### src/hdl/bns_pkg.sv
// Package with types and constants of the BER nesting scanner.
package bns_pkg;

    localparam int unsigned LEN_BITS = 64;

    typedef enum logic [2:0] {
        PH_IDLE    = 3'd0,
        PH_TAG     = 3'd1,
        PH_TAGMORE = 3'd2,
        PH_LEN     = 3'd3,
        PH_LENLONG = 3'd4,
        PH_CONTENT = 3'd5,
        PH_EOC2    = 3'd6,
        PH_SETTLE  = 3'd7
    } phase_t;

    typedef enum logic [2:0] {
        ST_OK      = 3'd0,
        ST_SHORT   = 3'd1,
        ST_BADLEN  = 3'd2,
        ST_BADTAG  = 3'd3,
        ST_TAGLONG = 3'd4,
        ST_DEPTH   = 3'd5
    } status_t;

    typedef enum logic [0:0] {
        REG_REGION_SIZE = 1'b0,
        REG_OUTER_INDEF = 1'b1
    } reg_index_t;

    // One queued byte handed from the front part to the back part.
    typedef struct packed {
        logic [7:0] data_byte;
        logic       start_req;
    } byte_entry_t;

    typedef struct packed {
        status_t     status;
        logic [31:0] value_len;
        logic [31:0] consumed;
    } result_t;

endpackage

### src/hdl/bns_stream_if.sv
// Valid/ready channel interface with a generic payload.
interface bns_stream_if #(
    parameter type PAYLOAD_T = logic
);
    logic     valid;
    logic     ready;
    PAYLOAD_T payload;

    modport source (output valid, output payload, input ready);
    modport sink (input valid, input payload, output ready);
endinterface

### src/hdl/bns_front.sv
// Input queue that decouples byte acceptance from the scan engine.
module bns_front #(
    parameter int unsigned DEPTH = 2
) (
    input  logic                 clk,
    input  logic                 rst_n,
    input  logic                 in_valid,
    output logic                 in_ready,
    input  bns_pkg::byte_entry_t in_entry,
    output logic                 q_valid,
    input  logic                 q_ready,
    output bns_pkg::byte_entry_t q_entry
);
    localparam int unsigned AW = (DEPTH > 1) ? $clog2(DEPTH) : 1;

    bns_pkg::byte_entry_t mem_reg [DEPTH];
    logic [AW-1:0] wr_ptr_reg, wr_ptr_next;
    logic [AW-1:0] rd_ptr_reg, rd_ptr_next;
    logic [AW:0]   count_reg, count_next;
    logic          push, pop;

    assign in_ready = (count_reg != (AW+1)'(DEPTH));
    assign q_valid  = (count_reg != '0);
    assign q_entry  = mem_reg[rd_ptr_reg];
    assign push     = in_valid && in_ready;
    assign pop      = q_valid && q_ready;

    always_comb
    begin
        wr_ptr_next = wr_ptr_reg;
        rd_ptr_next = rd_ptr_reg;
        if (push)
        begin
            wr_ptr_next = (wr_ptr_reg == AW'(DEPTH - 1)) ? '0 : wr_ptr_reg + 1'b1;
        end
        if (pop)
        begin
            rd_ptr_next = (rd_ptr_reg == AW'(DEPTH - 1)) ? '0 : rd_ptr_reg + 1'b1;
        end
        count_next = count_reg + (AW+1)'(push) - (AW+1)'(pop);
    end

    always_ff @(posedge clk or negedge rst_n)
    begin
        if (!rst_n)
        begin
            wr_ptr_reg <= '0;
            rd_ptr_reg <= '0;
            count_reg  <= '0;
        end
        else
        begin
            wr_ptr_reg <= wr_ptr_next;
            rd_ptr_reg <= rd_ptr_next;
            count_reg  <= count_next;
        end
    end

    always_ff @(posedge clk)
    begin
        if (push)
        begin
            mem_reg[wr_ptr_reg] <= in_entry;
        end
    end
endmodule

### src/hdl/bns_engine.sv
// Scan engine: walks queued bytes, keeps the nesting stack, emits results.
module bns_engine #(
    parameter int unsigned MAX_DEPTH      = 16,
    parameter int unsigned TAG_MAX_OCTETS = 8,
    parameter int unsigned POS_BITS       = 32
) (
    input  logic                 clk,
    input  logic                 rst_n,
    input  logic [31:0]          region_size,
    input  logic                 outer_indefinite,
    input  logic                 q_valid,
    output logic                 q_ready,
    input  bns_pkg::byte_entry_t q_entry,
    output logic                 res_valid,
    input  logic                 res_ready,
    output bns_pkg::result_t     res_data
);
    localparam int unsigned LVW = $clog2(MAX_DEPTH + 1);
    localparam int unsigned SPW = (MAX_DEPTH > 1) ? $clog2(MAX_DEPTH) : 1;
    localparam int unsigned TCW = $clog2(TAG_MAX_OCTETS + 1);

    logic [POS_BITS-1:0] end_mem [MAX_DEPTH];
    logic                indef_mem [MAX_DEPTH];

    bns_pkg::phase_t     phase_reg, phase_next;
    logic [LVW-1:0]      level_reg, level_next;
    logic [POS_BITS-1:0] pos_reg, pos_next;
    logic [TCW-1:0]      tagcnt_reg, tagcnt_next;
    logic [6:0]          lenleft_reg, lenleft_next;
    logic [63:0]         acc_reg, acc_next;
    logic [POS_BITS-1:0] content_reg, content_next;
    logic                cons_reg, cons_next;
    logic                started_reg, started_next;
    logic                res_valid_reg, res_valid_next;
    bns_pkg::result_t    res_reg, res_next;

    logic                push_en;
    logic [SPW-1:0]      push_idx;
    logic [POS_BITS-1:0] push_end;
    logic                push_indef;

    // Top-of-stack view; level zero reads as the current position.
    logic [SPW-1:0]      top_idx;
    logic [POS_BITS-1:0] top_end;
    logic                top_indef;
    logic [POS_BITS-1:0] limit;
    logic [POS_BITS-1:0] room;
    logic [POS_BITS-1:0] pos_inc;
    logic [7:0]          b;
    logic                take;
    logic [POS_BITS-1:0] region_cut;
    logic [63:0]         len_val;

    assign top_idx   = SPW'(level_reg - 1'b1);
    assign top_end   = end_mem[top_idx];
    assign top_indef = indef_mem[top_idx];
    assign limit     = (level_reg == '0) ? pos_reg : top_end;
    assign room      = limit - pos_reg;
    assign pos_inc   = pos_reg + 1'b1;
    assign b         = q_entry.data_byte;
    assign res_valid = res_valid_reg;
    assign res_data  = res_reg;

    always_comb
    begin
        if (POS_BITS >= 32)
        begin
            region_cut = POS_BITS'(region_size);
        end
        else
        begin
            region_cut = region_size[POS_BITS-1:0];
        end
    end

    // Settle and start are done in separate cycles, so a byte is only taken
    // in a byte-consuming phase and when the result slot is free.
    always_comb
    begin
        phase_next     = phase_reg;
        level_next     = level_reg;
        pos_next       = pos_reg;
        tagcnt_next    = tagcnt_reg;
        lenleft_next   = lenleft_reg;
        acc_next       = acc_reg;
        content_next   = content_reg;
        cons_next      = cons_reg;
        started_next   = started_reg;
        res_valid_next = res_valid_reg && !res_ready;
        res_next       = res_reg;
        push_en        = 1'b0;
        push_idx       = SPW'(level_reg);
        push_end       = '0;
        push_indef     = 1'b0;
        len_val        = '0;
        q_ready        = 1'b0;
        take           = 1'b0;

        if (!res_valid_next)
        begin
            if (phase_reg == bns_pkg::PH_SETTLE)
            begin
                if (level_reg != '0 && pos_reg == top_end)
                begin
                    if (top_indef)
                    begin
                        phase_next        = bns_pkg::PH_IDLE;
                        res_valid_next    = 1'b1;
                        res_next.status   = bns_pkg::ST_SHORT;
                        res_next.value_len = '0;
                        res_next.consumed = '0;
                    end
                    else
                    begin
                        level_next = level_reg - 1'b1;
                        if (level_reg == LVW'(1))
                        begin
                            phase_next        = bns_pkg::PH_IDLE;
                            res_valid_next    = 1'b1;
                            res_next.status   = bns_pkg::ST_OK;
                            res_next.value_len = 32'(pos_reg);
                            res_next.consumed = 32'(pos_reg);
                        end
                    end
                end
                else
                begin
                    phase_next = bns_pkg::PH_TAG;
                end
                // An empty region ends at once and its start byte is dropped.
                if (res_valid_next && started_reg)
                begin
                    q_ready      = q_valid;
                    started_next = 1'b0;
                end
            end
            else if (q_valid)
            begin
                if (q_entry.start_req && !started_reg)
                begin
                    // Restart: set up the outer level, then reprocess this byte
                    // after the settle pass as a fresh start-free byte.
                    started_next = 1'b1;
                    level_next   = LVW'(1);
                    pos_next     = '0;
                    tagcnt_next  = '0;
                    lenleft_next = '0;
                    acc_next     = '0;
                    content_next = '0;
                    cons_next    = 1'b0;
                    push_en      = 1'b1;
                    push_idx     = '0;
                    push_end     = region_cut;
                    push_indef   = outer_indefinite;
                    phase_next   = bns_pkg::PH_SETTLE;
                end
                else
                begin
                    q_ready      = 1'b1;
                    started_next = 1'b0;
                    take         = 1'b1;
                end
            end
        end

        if (take)
        begin
            case (phase_reg)
                bns_pkg::PH_TAG:
                begin
                    if (b == 8'h00)
                    begin
                        if (room < POS_BITS'(2))
                        begin
                            res_valid_next = 1'b1;
                            res_next.status = bns_pkg::ST_SHORT;
                        end
                        else
                        begin
                            pos_next   = pos_inc;
                            phase_next = bns_pkg::PH_EOC2;
                        end
                    end
                    else if (b == 8'h20)
                    begin
                        res_valid_next  = 1'b1;
                        res_next.status = bns_pkg::ST_BADTAG;
                    end
                    else
                    begin
                        cons_next   = b[5];
                        tagcnt_next = TCW'(1);
                        pos_next    = pos_inc;
                        if (pos_inc == limit)
                        begin
                            res_valid_next  = 1'b1;
                            res_next.status = bns_pkg::ST_SHORT;
                        end
                        else
                        begin
                            phase_next = (b[4:0] == 5'h1F) ? bns_pkg::PH_TAGMORE
                                                           : bns_pkg::PH_LEN;
                        end
                    end
                end
                bns_pkg::PH_TAGMORE:
                begin
                    tagcnt_next = tagcnt_reg + 1'b1;
                    if (tagcnt_next == TCW'(2) && b[6:0] == 7'h00)
                    begin
                        res_valid_next  = 1'b1;
                        res_next.status = bns_pkg::ST_BADTAG;
                    end
                    else if (b[7] && tagcnt_next >= TCW'(TAG_MAX_OCTETS))
                    begin
                        res_valid_next  = 1'b1;
                        res_next.status = bns_pkg::ST_TAGLONG;
                    end
                    else
                    begin
                        pos_next = pos_inc;
                        if (pos_inc == limit)
                        begin
                            res_valid_next  = 1'b1;
                            res_next.status = bns_pkg::ST_SHORT;
                        end
                        else
                        begin
                            phase_next = b[7] ? bns_pkg::PH_TAGMORE : bns_pkg::PH_LEN;
                        end
                    end
                end
                bns_pkg::PH_LEN:
                begin
                    pos_next = pos_inc;
                    if (b == 8'h80)
                    begin
                        if (!cons_reg)
                        begin
                            res_valid_next  = 1'b1;
                            res_next.status = bns_pkg::ST_BADLEN;
                        end
                        else if (level_reg >= LVW'(MAX_DEPTH))
                        begin
                            res_valid_next  = 1'b1;
                            res_next.status = bns_pkg::ST_DEPTH;
                        end
                        else
                        begin
                            push_en    = 1'b1;
                            push_end   = limit;
                            push_indef = 1'b1;
                            level_next = level_reg + 1'b1;
                            phase_next = bns_pkg::PH_SETTLE;
                        end
                    end
                    else if (b == 8'hFF)
                    begin
                        res_valid_next  = 1'b1;
                        res_next.status = bns_pkg::ST_BADLEN;
                    end
                    else if (!b[7])
                    begin
                        len_val = 64'(b);
                    end
                    else
                    begin
                        lenleft_next = b[6:0];
                        if (POS_BITS'(b[6:0]) > limit - pos_inc ||
                            (POS_BITS < 7 && |(b[6:0] >> POS_BITS)))
                        begin
                            res_valid_next  = 1'b1;
                            res_next.status = bns_pkg::ST_SHORT;
                        end
                        else
                        begin
                            acc_next   = '0;
                            phase_next = bns_pkg::PH_LENLONG;
                        end
                    end
                end
                bns_pkg::PH_LENLONG:
                begin
                    if (acc_reg[63:56] != 8'h00)
                    begin
                        res_valid_next  = 1'b1;
                        res_next.status = bns_pkg::ST_BADLEN;
                    end
                    else
                    begin
                        acc_next = {acc_reg[55:0], b};
                        pos_next = pos_inc;
                        if (lenleft_reg != '0)
                        begin
                            lenleft_next = lenleft_reg - 1'b1;
                        end
                        if (lenleft_next == '0)
                        begin
                            len_val = acc_next;
                        end
                    end
                end
                bns_pkg::PH_CONTENT:
                begin
                    pos_next = pos_inc;
                    if (content_reg != '0)
                    begin
                        content_next = content_reg - 1'b1;
                    end
                    if (content_next == '0)
                    begin
                        phase_next = bns_pkg::PH_SETTLE;
                    end
                end
                bns_pkg::PH_EOC2:
                begin
                    if (b != 8'h00)
                    begin
                        res_valid_next  = 1'b1;
                        res_next.status = bns_pkg::ST_BADLEN;
                    end
                    else if (level_reg == '0 || !top_indef)
                    begin
                        res_valid_next  = 1'b1;
                        res_next.status = bns_pkg::ST_BADTAG;
                    end
                    else
                    begin
                        level_next = level_reg - 1'b1;
                        if (level_reg == LVW'(1))
                        begin
                            res_valid_next      = 1'b1;
                            res_next.status     = bns_pkg::ST_OK;
                            res_next.value_len  = 32'(pos_reg - 1'b1);
                            res_next.consumed   = 32'(pos_inc);
                        end
                        else
                        begin
                            pos_next   = pos_inc;
                            phase_next = bns_pkg::PH_SETTLE;
                        end
                    end
                end
                default:
                begin
                end
            endcase

            // Length complete: check room against the level, then open or skip.
            if (!res_valid_next &&
                ((phase_reg == bns_pkg::PH_LEN && !b[7]) ||
                 (phase_reg == bns_pkg::PH_LENLONG && lenleft_next == '0)))
            begin
                if (len_val > 64'(limit - pos_next))
                begin
                    res_valid_next  = 1'b1;
                    res_next.status = bns_pkg::ST_SHORT;
                end
                else if (cons_reg)
                begin
                    if (level_reg >= LVW'(MAX_DEPTH))
                    begin
                        res_valid_next  = 1'b1;
                        res_next.status = bns_pkg::ST_DEPTH;
                    end
                    else
                    begin
                        push_en    = 1'b1;
                        push_end   = pos_next + POS_BITS'(len_val);
                        push_indef = 1'b0;
                        level_next = level_reg + 1'b1;
                        phase_next = bns_pkg::PH_SETTLE;
                    end
                end
                else if (len_val == '0)
                begin
                    phase_next = bns_pkg::PH_SETTLE;
                end
                else
                begin
                    content_next = POS_BITS'(len_val);
                    phase_next   = bns_pkg::PH_CONTENT;
                end
            end

            if (res_valid_next)
            begin
                phase_next = bns_pkg::PH_IDLE;
                if (res_next.status != bns_pkg::ST_OK || !(phase_reg == bns_pkg::PH_EOC2))
                begin
                    if (res_next.status != bns_pkg::ST_OK)
                    begin
                        res_next.value_len = '0;
                        res_next.consumed  = '0;
                    end
                end
            end
        end
    end

    always_ff @(posedge clk or negedge rst_n)
    begin
        if (!rst_n)
        begin
            phase_reg     <= bns_pkg::PH_IDLE;
            level_reg     <= '0;
            pos_reg       <= '0;
            tagcnt_reg    <= '0;
            lenleft_reg   <= '0;
            acc_reg       <= '0;
            content_reg   <= '0;
            cons_reg      <= 1'b0;
            started_reg   <= 1'b0;
            res_valid_reg <= 1'b0;
        end
        else
        begin
            phase_reg     <= phase_next;
            level_reg     <= level_next;
            pos_reg       <= pos_next;
            tagcnt_reg    <= tagcnt_next;
            lenleft_reg   <= lenleft_next;
            acc_reg       <= acc_next;
            content_reg   <= content_next;
            cons_reg      <= cons_next;
            started_reg   <= started_next;
            res_valid_reg <= res_valid_next;
        end
    end

    always_ff @(posedge clk)
    begin
        res_reg <= res_next;
        if (push_en)
        begin
            end_mem[push_idx]   <= push_end;
            indef_mem[push_idx] <= push_indef;
        end
    end
endmodule

### src/hdl/ber_nesting_scanner.sv
// Top level of the BER nesting scanner.
// Input channel in_ch carries one byte of a BER region per transaction with
// start_req marking the first byte of a new scan. Output channel out_ch carries
// one result transaction per finished scan: status, value_len and consumed.
// Registers region_size (address 0) and outer_indefinite (address 4) are set
// through the APB port and latched at each start; the user must set them only
// while the block is idle, as the block itself does not enforce this.
// Bytes enter a two-entry queue; the scan engine takes one byte per cycle in
// most phases while no result waits. A start byte first sets up the outer
// level and then runs a settle pass, and at every element boundary a settle
// pass closes each nesting level that ends there, one level at a time.
// A result is registered onto out_ch when its scan ends and is held until
// taken; while it waits the engine stalls and the queue fills, which in turn
// drops in_ch.ready. Bytes arriving after a scan ends and before the next
// start are consumed without a result.
// Reset clears the queue, the engine state and the registers to
// region_size 1 and outer_indefinite 0.
module ber_nesting_scanner #(
    parameter int unsigned MAX_DEPTH      = 16,
    parameter int unsigned TAG_MAX_OCTETS = 8,
    parameter int unsigned POS_BITS       = 32
) (
    input  logic         clk,
    input  logic         rst_n,
    bns_stream_if.sink   in_ch,
    bns_stream_if.source out_ch,
    input  logic         psel,
    input  logic         penable,
    input  logic         pwrite,
    input  logic [2:0]   paddr,
    input  logic [31:0]  pwdata,
    output logic [31:0]  prdata,
    output logic         pready
);
    logic [31:0]          region_size_reg;
    logic                 outer_indef_reg;
    logic                 q_valid, q_ready;
    bns_pkg::byte_entry_t q_entry;
    logic                 wr_en;
    bns_pkg::reg_index_t  reg_idx;

    assign pready  = 1'b1;
    assign wr_en   = psel && penable && pwrite;
    assign reg_idx = bns_pkg::reg_index_t'(paddr[2]);

    always_ff @(posedge clk or negedge rst_n)
    begin
        if (!rst_n)
        begin
            region_size_reg <= 32'd1;
            outer_indef_reg <= 1'b0;
        end
        else if (wr_en)
        begin
            case (reg_idx)
                bns_pkg::REG_REGION_SIZE: region_size_reg <= pwdata;
                bns_pkg::REG_OUTER_INDEF: outer_indef_reg <= pwdata[0];
                default:
                begin
                end
            endcase
        end
    end

    always_comb
    begin
        case (reg_idx)
            bns_pkg::REG_REGION_SIZE: prdata = region_size_reg;
            bns_pkg::REG_OUTER_INDEF: prdata = {31'd0, outer_indef_reg};
            default:                  prdata = '0;
        endcase
    end

    bns_front #(
        .DEPTH(2)
    ) u_front (
        .clk     (clk),
        .rst_n   (rst_n),
        .in_valid(in_ch.valid),
        .in_ready(in_ch.ready),
        .in_entry(in_ch.payload),
        .q_valid (q_valid),
        .q_ready (q_ready),
        .q_entry (q_entry)
    );

    bns_engine #(
        .MAX_DEPTH     (MAX_DEPTH),
        .TAG_MAX_OCTETS(TAG_MAX_OCTETS),
        .POS_BITS      (POS_BITS)
    ) u_engine (
        .clk             (clk),
        .rst_n           (rst_n),
        .region_size     (region_size_reg),
        .outer_indefinite(outer_indef_reg),
        .q_valid         (q_valid),
        .q_ready         (q_ready),
        .q_entry         (q_entry),
        .res_valid       (out_ch.valid),
        .res_ready       (out_ch.ready),
        .res_data        (out_ch.payload)
    );
endmodule

### src/flat_wrapper.sv
// flat-port wrapper written by rule: the top's interface ports become plain ports
module ber_nesting_scanner_flat 
#(
    parameter int unsigned MAX_DEPTH      = 16,
    parameter int unsigned TAG_MAX_OCTETS = 8,
    parameter int unsigned POS_BITS       = 32
)
  (clk, rst_n, psel, penable, pwrite, paddr, pwdata, prdata, pready, in_ch_valid, in_ch_payload, in_ch_ready, out_ch_valid, out_ch_payload, out_ch_ready);
  bns_stream_if in_ch_i ();
  bns_stream_if out_ch_i ();
  input  logic clk;
  input  logic rst_n;
  input  logic psel;
  input  logic penable;
  input  logic pwrite;
  input  logic [2:0] paddr;
  input  logic [31:0] pwdata;
  output logic [31:0] prdata;
  output logic pready;
  input wire logic [$bits(in_ch_i.valid)-1:0] in_ch_valid;
  input wire logic [$bits(in_ch_i.payload)-1:0] in_ch_payload;
  output wire logic [$bits(in_ch_i.ready)-1:0] in_ch_ready;
  output wire logic [$bits(out_ch_i.valid)-1:0] out_ch_valid;
  output wire logic [$bits(out_ch_i.payload)-1:0] out_ch_payload;
  input wire logic [$bits(out_ch_i.ready)-1:0] out_ch_ready;
  assign in_ch_i.valid = in_ch_valid;
  assign in_ch_i.payload = in_ch_payload;
  assign in_ch_ready = in_ch_i.ready;
  assign out_ch_valid = out_ch_i.valid;
  assign out_ch_payload = out_ch_i.payload;
  assign out_ch_i.ready = out_ch_ready;
  ber_nesting_scanner #(.MAX_DEPTH(MAX_DEPTH), .TAG_MAX_OCTETS(TAG_MAX_OCTETS), .POS_BITS(POS_BITS)) u_core (.clk(clk), .rst_n(rst_n), .in_ch(in_ch_i), .out_ch(out_ch_i), .psel(psel), .penable(penable), .pwrite(pwrite), .paddr(paddr), .pwdata(pwdata), .prdata(prdata), .pready(pready));
endmodule
### config.mk
export PLATFORM = sky130hd
export DESIGN_NAME = ber_nesting_scanner_flat
export DESIGN_NICKNAME = d
export VERILOG_FILES = /design/src/hdl/bns_pkg.sv /design/src/hdl/bns_stream_if.sv /design/src/hdl/bns_front.sv /design/src/hdl/bns_engine.sv /design/src/hdl/ber_nesting_scanner.sv /design/src/flat_wrapper.sv
export SDC_FILE = /design/constraint.sdc
export NUM_CORES = 1
export LEC_CHECK = 0
export ABC_AREA = 1
export BUFFER_PORTS_ARGS = -buffer_cell sky130_fd_sc_hd__buf_2
export CAP_MARGIN = 5
export CORE_UTILIZATION = 50
export DETAILED_ROUTE_END_ITERATION = 10
export PLACE_DENSITY_LB_ADDON = 0.3
export SLEW_MARGIN = 20
export SYNTH_ARGS = -nofsm -noshare
export SYNTH_HDL_FRONTEND = slang
export SYNTH_SLANG_ARGS = --single-unit
### constraint.sdc
create_clock -name clk -period 10.9 [get_ports clk]
set_input_delay 1.09 -clock clk [delete_from_list [all_inputs] [get_ports clk]]
set_output_delay 1.09 -clock clk [all_outputs]
set_load 0.005 [all_outputs]
==> results_dict.tcl, run 1 <==
set metrics [dict create \
    ant_nets 0 \
    synth_seq_cells 720 \
    worstSetupStartpoint "u_core.u_engine.level_reg[0]$_DFF_PN0_" \
    status "completed" \
    clock_latency_ns 0.67 \
    tightest_slew_ns 1.07 \
    crit_required_ns 11.39 \
    netlist_area_sq_um 39800 \
    wl_per_cell_microns 17.6 \
    yosys_warnings 0 \
    coreArea_sq_um 78900 \
    routed_wl_microns 113000 \
    fin_setup_tns_ns 0 \
    n_fill_cell 6867 \
    initial_core_util_pct 50.5 \
    worst_setup_path_start_kind "register" \
    synth_flop_cell "edfxtp_1" \
    dr.pass1.iters 6 \
    cts_tree "yes" \
    path_clk_slew_ns 0.06 \
    antenna_cells 0 \
    drive_above_1_share_pct 9.30 \
    gp_congestion 1.01 \
    dpl.hpwl_microns 78000 \
    die_h_microns 284 \
    yosys.area.top_type "edfxtp_1" \
    drv_cap 0 \
    htreeDepth 3 \
    antenna_found_initial 1 \
    cts_buffer_depth 3 \
    ys_types 59 \
    grt_usage_pct 27.6 \
    largest_register_ffs 512 \
    critPathMaxFanout 24 \
    hold_viol 0 \
    synth_common_cells "1,171 x nand2_1, 740 x nand3_1, 530 x edfxtp_1" \
    rows 103 \
    nNetsFinal 5469 \
    ff2ff_setup_slack_ns 0.76 \
    fin_crit_sh_pct 93.0 \
    pin_count 79 \
    cts_sinks 720 \
    timing.rr.end "u_core.u_engine.content_reg[23]$_DFF_PN0_" \
    grt_max_degree 105 \
    grt_first_pass_wirelength_microns 177000 \
    yosysMostFrequentCell "nand2_1" \
    first_global_vias 33000 \
    worst_path_largest_cell_delay_ns 0.52 \
    seq_area_frac_synth_pct 51.9 \
    slew_violations 0 \
    fmax_mhz 98.6 \
    cp_common_cell "nand3_1" \
    r2r_cells 61 \
    numCtsBuffers 80 \
    worstReg2RegStart "u_core.u_engine.level_reg[0]$_DFF_PN0_" \
    critPathKind "register to register" \
    ys_async_sr_fraction_pct 25.8 \
    vias 34600 \
    crit_arrival_ns 10.63 \
    postSynthAreaPerCell_sq_um 8.59 \
    post-route-drc-count 0 \
    synthCells 4638 \
    die_area_sq_um 80800 \
    overflow 0 \
    worstSetupEndpointType "register" \
    die_x_microns 284 \
    hold_path_class "primary input to asynchronous set/reset pin" \
    clock-root-buffer "clkbuf_16" \
    instances_no_fill 6406 \
    setup_viol 0 \
    slowest_stage "dfrtp_4" \
    synth_area_leaders "edfxtp_1 40%, dfrtp_1 12%, nand2_1 11%" \
    netlist.area_leader.share_pct 40.0 \
    io_buffer_count 75 \
    via_per_inst 5.40 \
    drtIter0Drc 3311 \
    synth-edff-count 530 \
    area_growth_pct 18.9 \
    clock-skew-final_ns 0.0508 \
    cts_hold_buffers 0 \
    dpl.cell_count 6257 \
    slew_headroom_pct 28.7 \
    period_needed_ns 10.14 \
]
## worst max path at each step
stage / end / slack (ns) / cells past startpoint
after floorplan: u_core.u_engine.content_reg[30]$_DFF_PN0_ / 0.26 / 61
after global placement: u_core.u_engine.content_reg[9]$_DFF_PN0_ / 0.006 / 63
after detailed placement: u_core.u_engine.content_reg[10]$_DFF_PN0_ / -0.01 / 63
after CTS: u_core.u_engine.content_reg[10]$_DFF_PN0_ / 0.05 / 60
after global routing: u_core.u_engine.content_reg[23]$_DFF_PN0_ / -0.0001 / 62
final: u_core.u_engine.content_reg[23]$_DFF_PN0_ / 0.76 / 61
## routing by layer
metal  global-route usage, %  wire, microns
met1                    37.1          48300
met2                    45.5          53200
met3                    4.07           7180
met4                    9.99           4000
met5                       0             18
## stage by stage
stage,instance area (sq um),utilization [%],hold slack [ns],setup slack [ns]
final,47400,60.0,0.446,0.759
after global routing,47400,60.0,0.498,-0.000129
after CTS,47200,59.9,0.456,0.0481
after detailed placement,44300,56.2,0.476,-0.0143
after global placement,44300,56.2,0.471,0.00614
after floorplan,41700,-,0.450,0.257
## worst max-delay path, delay by kind of cell (launching register included)
kind | cells | cell delay, ns
AO/OA/AOI/OAI | 12 | 1.84
XOR/XNOR | 1 | 0.21
adder cells (fa/ha/maj) | 5 | 1.62
buffers and inverters | 14 | 2.01
flip-flops | 1 | 0.52
AND/OR/NAND/NOR | 29 | 3.73
## placed cells by master, fill, tap and decap left out, types with 6 or more instances in the layout
cell type     n
nor3_1      110
xor2_1       81
clkinv_1      7
inv_1       352
a31oi_1      30
nand2_1    1165
conb_1      496
nand3_1     735
clkbuf_16    82
clkinv_16     6
inv_2        19
ha_1        131
nand2_2       7
clkinv_2     14
buf_2        74
o21ai_0     173
o22ai_1      37
xnor2_1      32
edfxtp_1    530
o211ai_1     33
nand3b_1      8
o21ai_1      36
a211oi_1      9
dfrtp_1     184
a21o_1        9
nand2_4       6
clkbuf_1     14
buf_12       23
clkbuf_8     10
buf_4       198
nor2_1      379
a21oi_1     158
bufinv_16    12
nand4_1      90
o31ai_1       6
## cells by family after synthesis
logic type / after synthesis / synth area share, %
flip-flops: 720 / 51.9
buffers and inverters: 599 / 6.21
other: 2 / 0.0189
AO/OA/AOI/OAI: 534 / 7.58
AND/OR/NAND/NOR: 2535 / 27.6
XOR/XNOR: 113 / 2.48
adder cells (fa/ha/maj): 135 / 4.28
## repair_timing
item	4_1_cts	5_1_grt
pin swaps	0	2
setup endpoints to repair	32	40
gates resized for setup	2	36
buffers inserted	0	1
cloned	0	1
## final cells by class
cell class	count	area (sq um)	area share, %
Timing Repair Buffer	299	2380	5.03
Tap cell	1050	1310	2.77
Clock inverter	43	679	1.43
Inverter	377	1430	3.02
Clock buffer	104	2200	4.65
Multi-Input combinational cell	3813	18700	39.5
Sequential cell	720	20700	43.6
Power of run 1 is left out: the tool's default activity adds up to more than one toggle a clock period on the data nets, which glitch-free logic cannot reach.
==> inputs of run 2 (changes only) <==
--- a/config.mk
+++ b/config.mk
@@ -8,7 +8,9 @@
 export ABC_AREA = 1
 export BUFFER_PORTS_ARGS = -buffer_cell sky130_fd_sc_hd__buf_2
 export CAP_MARGIN = 5
-export CORE_UTILIZATION = 50
+export CELL_PAD_IN_SITES_DETAIL_PLACEMENT = 2
+export CELL_PAD_IN_SITES_GLOBAL_PLACEMENT = 2
+export CORE_UTILIZATION = 36
 export DETAILED_ROUTE_END_ITERATION = 10
 export PLACE_DENSITY_LB_ADDON = 0.3
 export SLEW_MARGIN = 20
==> run 2 against run 1 <==
Compared with the run above: cell count grew 9.2%; clock skew grew 0.015 ns; register-to-register slack lost 0.47 ns; first-iteration DRC count shrank 28%; via count grew 8.7%; sequential share of layout area shrank 2.0 points; flip-flop and latch count is the same; design area grew 4.8%; hold slack lost 0.032 ns; die area grew 39%; largest cell class unchanged.
==> results_dict.tcl, run 2 (synthesized netlist as in run 1, its figures left out) <==
set metrics [dict create \
    clock_latency_ns 0.72 \
    vias 37600 \
    drtIter0Drc 2400 \
    crit_arrival_ns 11.12 \
    slew_violations 0 \
    cts_hold_buffers 0 \
    post-route-drc-count 0 \
    gp_congestion 0.955 \
    timing.rr.end "u_core.u_engine.content_reg[7]$_DFF_PN0_" \
    drive_above_1_share_pct 13.5 \
    htreeDepth 3 \
    ff2ff_setup_slack_ns 0.29 \
    setup_viol 0 \
    die_h_microns 335 \
    clock-root-buffer "clkbuf_16" \
    grt_first_pass_wirelength_microns 256000 \
    nNetsFinal 5635 \
    crit_required_ns 11.41 \
    routed_wl_microns 171000 \
    cts_tree "yes" \
    hold_path_class "primary input to asynchronous set/reset pin" \
    via_per_inst 5.37 \
    numCtsBuffers 86 \
    largest_register_ffs 512 \
    n_fill_cell 12100 \
    coreArea_sq_um 109000 \
    status "completed" \
    r2r_cells 59 \
    rows 121 \
    cts_sinks 720 \
    critPathKind "register to register" \
    worstReg2RegStart "u_core.u_engine.level_reg[0]$_DFF_PN0_" \
    slowest_stage "fa_1" \
    period_needed_ns 10.61 \
    initial_core_util_pct 36.4 \
    post_dp_cell_area_sq_um 46200 \
    area_growth_pct 24.6 \
    critPathMaxFanout 20 \
    hold_slack_ns 0.414 \
    first_global_vias 42000 \
    worstSetupEndpointType "register" \
    fmax_mhz 94.3 \
    io_buffer_count 75 \
    dpl.hpwl_microns 114000 \
    fin_crit_sh_pct 97.3 \
    fin_setup_tns_ns 0 \
    path_clk_slew_ns 0.07 \
    worst_path_largest_cell_delay_ns 0.46 \
    slew_headroom_pct 24.2 \
    clock-skew-final_ns 0.0658 \
    tightest_slew_ns 1.13 \
    die_x_microns 335 \
    fin_area_sq_um 49600 \
    drv_cap 0 \
    worst_setup_path_start_kind "register" \
    mostFrequentLayoutCells "1,156 x nand2_1, 717 x nand3_1, 530 x edfxtp_1, 496 x conb_1, 364 x nor2_1" \
    die_area_sq_um 112000 \
    dr.pass1.iters 5 \
    layout_commonest_cell "nand2_1" \
    pin_count 79 \
    wl_per_cell_microns 24.5 \
    overflow 0 \
    ant_nets 0 \
    antenna_found_initial 2 \
    worstSetupStartpoint "u_core.u_engine.level_reg[0]$_DFF_PN0_" \
    grt_max_degree 105 \
    grt_usage_pct 29.9 \
    cts_buffer_depth 3 \
    hold_viol 0 \
]
==> run 2: cell count changes in the layout (fill, tap and decap cells not counted), sizes merged <==
cell / before / now
inv: 375 / 378
bufbuf: 0 / 1
bufinv: 12 / 3
clkinvlp: 5 / 4
diode: 0 / 2
clkbuf: 106 / 114
clkinv: 28 / 30
buf: 297 / 456
==> run 2: area by class of cell <==
type	instances	area [sq um]	area share, %
multi-input cells	3813	19100	38.6
flip-flops and latches	720	20700	41.6
inverters	377	1440	2.90
diodes	2	5.00	0.0101
well taps	1476	1850	3.72
clock inverters	38	419	0.844
clock buffers	112	2310	4.65
repair buffers	459	3820	7.69
==> run 2: layer usage <==
| metal | vias up | part of all wire (%) | GRT usage, % |
|---|---|---|---|
| met1 | 19200 | 41 | 35.6 |
| li1 | 17000 | - | - |
| met4 | 2 | 4.1 | 11.8 |
| met5 | - | 0.0076 | 0 |
| met3 | 386 | 4.2 | 4.47 |
| met2 | 946 | 51 | 53.7 |
==> run 2: how the worst max path moves through the flow <==
stage | to | slack (ns)
after detailed placement | u_core.u_engine.content_reg[10]$_DFF_PN0_ | -0.62
after floorplan | u_core.u_engine.content_reg[30]$_DFF_PN0_ | 0.26
after global placement | u_core.u_engine.content_reg[10]$_DFF_PN0_ | -0.17
final | u_core.u_engine.content_reg[7]$_DFF_PN0_ | 0.29
after global routing | u_core.u_engine.content_reg[7]$_DFF_PN0_ | -0.12
after CTS | u_core.u_engine.content_reg[7]$_DFF_PN0_ | 0.0006
==> run 2: timing repair <==
action	4_1_cts	5_1_grt
endpoints found under the setup margin	40	40
gates cloned	1	2
pin swaps	4	16
buffers inserted	2	5
gates resized for setup	24	126
==> run 2: per-stage QoR <==
stage / instances / util (%) / setup WS, ns
detailed placement: 6835 / 42.2 / -0.619
global route: 6995 / 45.4 / -0.120
floorplan: 5132 / - / 0.257
global placement: 6835 / 42.2 / -0.169
finish: 6997 / 45.4 / 0.291
CTS: 6988 / 44.8 / 0.000616
==> run 2: worst max-delay path, delay by kind of cell, from the launching register on <==
family	cells	cell delay, ns
AOI/OAI and AO/OA	17	2.56
and+or+nand+nor	22	3.18
buffers and inverters	15	2.46
adders and majority gates	4	1.50
xor gates and xnor gates	1	0.19
DFF	1	0.45
Power of run 2 is left out for the same reason.
